<file path="config.mk">
export PLATFORM = sky130hd
export DESIGN_NAME = fpp_ring
export DESIGN_NICKNAME = d
export VERILOG_FILES = /design/src/fpp_pkg.sv /design/src/fpp_ring.sv
export SDC_FILE = /design/constraint.sdc
export NUM_CORES = 1
export LEC_CHECK = 0
export ABC_AREA = 0
export BUFFER_PORTS_ARGS = -buffer_cell sky130_fd_sc_hd__buf_2
export CAP_MARGIN = 10
export CELL_PAD_IN_SITES_DETAIL_PLACEMENT = 0
export CELL_PAD_IN_SITES_GLOBAL_PLACEMENT = 1
export CORE_ASPECT_RATIO = 0.9
export CORE_MARGIN = 3
export CORE_UTILIZATION = 31
export CTS_CLUSTER_DIAMETER = 60
export DETAILED_ROUTE_END_ITERATION = 10
export HOLD_SLACK_MARGIN = 0.05
export PLACE_DENSITY = 0.56
export SYNTH_ARGS = -nofsm -noshare
export SYNTH_HDL_FRONTEND = slang
export SYNTH_SLANG_ARGS = --single-unit
</file>
<file path="constraint.sdc">
create_clock -name clk -period 4.24 [get_ports clk]
set_clock_uncertainty 0.2 [all_clocks]
set_input_delay 0.636 -clock clk [delete_from_list [all_inputs] [get_ports clk]]
set_output_delay 0.636 -clock clk [all_outputs]
set_load 0.02 [all_outputs]
</file>
<file path="src/fpp_pkg.sv">
package fpp_pkg;

    // Sizing
    localparam int WINDOW_DEF = 16;
    localparam int CFG_IDX_W  = 4;
    localparam int TIME_W     = 31;
    localparam int AMT_W      = 32;
    localparam int PID_W      = 34;   // P + I + D
    localparam int BASE_W     = 35;   // P + I + D - overshoot
    localparam int PMO_W      = 33;   // period - overshoot
    localparam int ADJ_W      = 36;   // sleep adjust before saturation

    // Item opcodes
    localparam logic OP_FRAME_END = 1'b0;
    localparam logic OP_WAKE      = 1'b1;

    // Result kinds
    localparam logic [1:0] KIND_SLEEP   = 2'd0;
    localparam logic [1:0] KIND_DONE    = 2'd1;
    localparam logic [1:0] KIND_IGNORED = 2'd2;

    // Register map
    localparam logic [CFG_IDX_W-1:0] REG_FRAME_PERIOD = 4'd0;
    localparam logic [CFG_IDX_W-1:0] REG_GAIN_P       = 4'd1;
    localparam logic [CFG_IDX_W-1:0] REG_GAIN_I       = 4'd2;
    localparam logic [CFG_IDX_W-1:0] REG_GAIN_D       = 4'd3;

    localparam logic [TIME_W-1:0] PERIOD_RESET = 31'd16667;

    localparam logic signed [31:0] MAX32 = 32'sh7FFF_FFFF;
    localparam logic signed [31:0] MIN32 = 32'sh8000_0000;

    // Precomputed controller terms, valid when fresh is set
    typedef struct packed {
        logic                     fresh;
        logic signed [PID_W-1:0]  pid;
        logic signed [BASE_W-1:0] base;
        logic signed [PMO_W-1:0]  pmo;
    } terms_t;

    // Error ring read side
    typedef struct packed {
        logic               ok;
        logic signed [31:0] old;
    } ring_stat_t;

    // Saturate to 32 bit signed
    function automatic logic signed [31:0] sat32(input logic signed [ADJ_W-1:0] v);
        logic signed [ADJ_W-1:0] hi_lim;
        logic signed [ADJ_W-1:0] lo_lim;
        hi_lim = ADJ_W'(MAX32);
        lo_lim = ADJ_W'(MIN32);
        if (v > hi_lim)
        begin
            return MAX32;
        end
        else if (v < lo_lim)
        begin
            return MIN32;
        end
        return v[31:0];
    endfunction

endpackage

</file>
<file path="src/fpp_ring.sv">
module fpp_ring #(
    parameter int WINDOW = fpp_pkg::WINDOW_DEF
) (
    input  logic                clk,
    input  logic                rst_n,
    input  logic                push,
    input  logic signed [31:0]  push_data,
    output fpp_pkg::ring_stat_t stat
);
    import fpp_pkg::*;

    localparam int PTR_W = $clog2(WINDOW);
    localparam logic [PTR_W-1:0] PTR_LAST = PTR_W'(WINDOW - 1);

    logic [PTR_W-1:0]   ptr_reg, ptr_next;
    logic [WINDOW-1:0]  valid_reg, valid_next;
    logic signed [31:0] ring_mem [WINDOW];
    logic signed [31:0] rd_data_reg;
    logic               rd_valid_reg;
    logic               ok_reg;

    // Write pointer and per-entry valid bits
    always_comb
    begin
        ptr_next   = ptr_reg;
        valid_next = valid_reg;
        if (push)
        begin
            ptr_next = (ptr_reg == PTR_LAST) ? '0 : ptr_reg + 1'b1;
            valid_next[ptr_reg] = 1'b1;
        end
    end

    always_ff @(posedge clk or negedge rst_n)
    begin
        if (!rst_n)
        begin
            ptr_reg      <= '0;
            valid_reg    <= '0;
            rd_valid_reg <= 1'b0;
            ok_reg       <= 1'b1;
        end
        else
        begin
            ptr_reg      <= ptr_next;
            valid_reg    <= valid_next;
            rd_valid_reg <= valid_reg[ptr_reg];
            // ok is low until read data follows the moved pointer
            ok_reg       <= !push;
        end
    end

    // Ring memory: write at the pointer, registered read of the same slot
    always_ff @(posedge clk)
    begin
        if (push)
        begin
            ring_mem[ptr_reg] <= push_data;
        end
        rd_data_reg <= ring_mem[ptr_reg];
    end

    // Never-written entries read as zero
    assign stat.ok  = ok_reg;
    assign stat.old = rd_valid_reg ? rd_data_reg : '0;

endmodule

</file>
After elaboration in Yosys (flattened, before gate mapping):

Memory sizes are Yosys's and may differ from the RTL's. A register that Yosys moved wholly into a read port is not among the register bits.
Cells that the tools add are included.

* memories: 1
* bits in read-only memories: 0
* memory bits (writable): 512
* latch bits: 0
* bits in registers: 22

* equal/unequal tests: 1
* shift operators: 0
* $mul: 0
* bitwise gates (word level): 1
* order comparisons: 2
* divide/modulo/power cells: 0
* reduce and logical (&&, ||, !) cells: 2
* multiplexer cells: 8
* $add $sub $neg: 1

Memories
* ring_mem: depth 16, bits a word 32, read ports 1, clocked after Yosys merged registers in 1, wr ports 1, RTL line fpp_ring.sv:17 `logic signed [31:0] ring_mem [WINDOW];`

Operators with widths (number)
* $mux W32: 1
* $or A16 B16 Y16: 1
* $lt A4 B5 Y1 const B: 1
* $add A4 B1 Y4 const B: 1
* $bmux W1 S4: 1
* $demux W1 S4: 1
* $eq A4 B4 Y1 const B: 1
* $ge A4 B1 Y1 const B: 1
* $mux W1: 4
* $mux W4: 1
* $logic_and A1 B1 Y1: 1
* $logic_not A1 Y1: 1

Longest topological paths before layout:

* depth after elaboration: 5
* depth in mapped cells: 8
* depth with buffers taken out: 5

Least setup slack after synthesis:

Ideal clock, no wire load.

* path type: register -> register
* from: reg ptr_reg[1]
* to: mem ring_mem[0][0] (enable)
* path slack: 1.031 ns
* arrival: 2.587 ns
* library setup time: 0.422 ns
* clock period less this slack: 3.209 ns
* stages on the path, launching flop included: 8
* cell sequence: dfrtp_1 > buf_2 > buf_2 > buf_2 > inv_1 > ha_1 > nand2_1 > nor2_1

RTL lines
* start: declaration: RTL line fpp_ring.sv:15 `logic [PTR_W-1:0] ptr_reg, ptr_next;`
* start signal: assignment: RTL line fpp_ring.sv:45 `ptr_reg <= ptr_next;`
* end: declaration: RTL line fpp_ring.sv:17

Straight into the memory's write port.

Worst setup path in the final report:

* from: reg ptr_reg[0]
* to: mem ring_mem[12][23] (enable)

Straight into the memory's write port.

==> results.json <==
{
  "die_x_um": 280,
  "finalCritPeriodShare_pct": 72.4,
  "cp_max_fo": 35,
  "syn_nets": 979,
  "min_period_ns": 3.07,
  "stdcell_area_sq_um": 24400,
  "syn2layout_area_growth_pct": 16.5,
  "fillers": 6006,
  "hpwlAfterDp_um": 27100,
  "place_area_sq_um": 22600,
  "synth_top_area_share_pct": 73.4,
  "routabilityCongestion": 0.685,
  "ant_nets": 0,
  "cp.required_ns": 4.37,
  "synthMostInstantiatedCell": "edfxtp_1",
  "dieArea_sq_um": 70800,
  "ys_types": 24,
  "dr.pass1.iters": 5,
  "syn_inst": 940,
  "vias": 9572,
  "layout.nets": 1091,
  "worstSetupPathType": "flop to flop",
  "clock-sinks": 566,
  "post-route-util_pct": 36.8,
  "hp-class": "input pin to flop",
  "path_cells": "inv_1 -> ha_1 -> nand2_1 -> nor2_4 -> buf_4",
  "h-tree-depth": 2,
  "core_sq_um": 66300,
  "startpoint_type": "flop",
  "clk_pin_slew_ns": 0.06,
  "worst_slew_pin_slew_ns": 1.10,
  "status": "completed",
  "wl_per_cell_um": 24.7,
  "cts_resized": 0,
  "achievable-frequency_mhz": 326,
  "ios": 68,
  "synth_seq_cells": 566,
  "slew_violations": 0,
  "numCtsBuffers": 57,
  "grt-ovfl-total": 0,
  "cts_tree": "done",
  "cp_data_arrival_time_ns": 3.21,
  "async_flop_share_pct": 3.89,
  "max-vdd-ir-drop_mv": 0.357,
  "slew-limit-headroom_pct": 26.3,
  "grt_use_total_pct": 13.9,
  "drive_above_1_share_pct": 32.0,
  "cts_root_buffer": "clkbuf_16",
  "netlist_area_sq_um": 21000,
  "dieHeight_um": 253,
  "ys_top_cells_by_area": "edfxtp_1 (73%), mux4_2 (14%), dfxtp_1 (3.1%)",
  "cp-end-kind": "flop",
  "avgSynthCellArea_sq_um": 22.3,
  "clk_latency_ns": 0.63,
  "synth_top_area_cell": "edfxtp_1",
  "viasPerCell": 4.87,
  "rows": 89,
  "wl_um": 48500,
  "largest_reg_flops": 512,
  "final-setup-viol-count": 0,
  "grt_pass1_vias": 10337,
  "antenna_found_initial": 3,
  "maxCapViolCount": 0,
  "grt_pass1_wl_um": 72200,
  "grt_start_max_net_pins": 105,
  "rsz0062_at_grt": "no",
  "drt-initial-drc-count": 903,
  "power.leakage_nw": 7.81,
  "synthFlopType": "edfxtp_1",
  "yosysSeqAreaShare_pct": 79.1,
  "cp_slowest_stage_delay_ns": 0.91,
  "cts_setup_buffers": 0,
  "ys_warn_count": 0,
  "synth_edf_count": 512,
  "initial_core_util_pct": 31.6,
  "hold_viol": 0,
  "clock_path_buffers": 3,
  "critPathBufInv": 2,
  "crit_family": "simple AND/OR/NAND/NOR gates",
  "powerDensity_nw_per_um2": 629,
  "synth_common_cells": "edfxtp_1 (512), mux4_2 (132), a22oi_1 (66)",
  "drcViolationCount": 0,
  "whs_ns": 0.131,
  "tns_ns": 0,
  "crit_slowest_cell": "nor2_4",
  "io_buffers": 67
}
==> report_power, final <==
group	total [W]	internal (W)	switching (W)
sequential	0.00714	0.00677	0.000375
clock	0.00477	0.00264	0.00213
combinational	0.00343	0.00144	0.00198
==> timing repair <==
item	in CTS	in global routing
endpoints found under the hold margin	21	0
hold buffers	1	0
setup endpoints to repair	0	0
==> cell type report <==
type / instances / area [sq um] / area share, %
Sequential cell: 566 / 16600 / 67.9
Clock buffer: 77 / 1510 / 6.19
Antenna cell: 1 / 2.50 / 0.0103
Inverter: 3 / 11.3 / 0.0461
Multi-Input combinational cell: 320 / 4260 / 17.5
Timing Repair Buffer: 104 / 703 / 2.88
Clock inverter: 31 / 262 / 1.07
Tap cell: 864 / 1080 / 4.43
==> layer usage <==
metal,share of wire [%],GRT usage (%),up-vias
met5,0.041,0,-
met4,2.1,3.93,2
met3,4.4,2.52,70
met2,47,22.0,202
met1,46,19.7,5157
li1,-,-,4141
==> final timing paths <==
| kind | depth (start not counted) | from | end | slack [ns] |
|---|---|---|---|---|
| setup / recovery | 5 | ptr_reg[0] | ring_mem[12][23] | 1.17 |
| hold / removal | 2 | push | ok_reg | 0.13 |
| setup reg to reg | 5 | ptr_reg[0] | ring_mem[12][23] | 1.17 |
| hold reg to reg | 1 | valid_reg[14] | valid_reg[14] | 0.26 |
| max in group asynchronous | 2 | rst_n | ptr_reg[0] | 3.05 |
| min in group asynchronous | 2 | rst_n | valid_reg[13] | 0.37 |
==> logic make-up after synthesis <==
| group | Yosys count | synth area share, % |
|---|---|---|
| adders and majority gates | 4 | 0.239 |
| DFF | 566 | 79.1 |
| xor gates and xnor gates | 1 | 0.0418 |
| and+or+nand+nor | 111 | 2.63 |
| AOI/OAI and AO/OA | 72 | 2.54 |
| muxes | 132 | 14.2 |
| buffers and inverters | 54 | 1.30 |
==> cell usage in the layout (no fill, tap or decap), types with 2 or more instances in the layout <==
cell / instances
nor2b_4: 2
inv_1: 3
nand2b_1: 2
clkinv_1: 13
clkinv_8: 2
edfxtp_1: 512
or2_2: 17
nand2_1: 40
buf_4: 29
and2_1: 32
a22oi_1: 66
bufinv_16: 2
dfxtp_1: 32
buf_2: 67
dfrtp_4: 2
inv_6: 2
buf_12: 7
ha_1: 4
nor2_4: 17
clkbuf_16: 57
o21ai_0: 3
mux4_2: 132
clkbuf_1: 19
dfrtp_1: 18
clkinv_2: 9
==> metrics by stage <==
| stage | std cells | setup WS [ns] | total power, W |
|---|---|---|---|
| 2_1_floorplan | 940 | 1.03 | 0.00940 |
| 5_1_grt | 1965 | 0.942 | 0.0161 |
| 4_1_cts | 1965 | 1.05 | 0.0156 |
| 3_5_place_dp | 1856 | 1.04 | 0.0108 |
| 3_3_place_gp | 1856 | 1.13 | 0.0108 |
| 6_report | 1966 | 1.17 | 0.0153 |
Note: power is estimated with default switching activity, not from simulation.
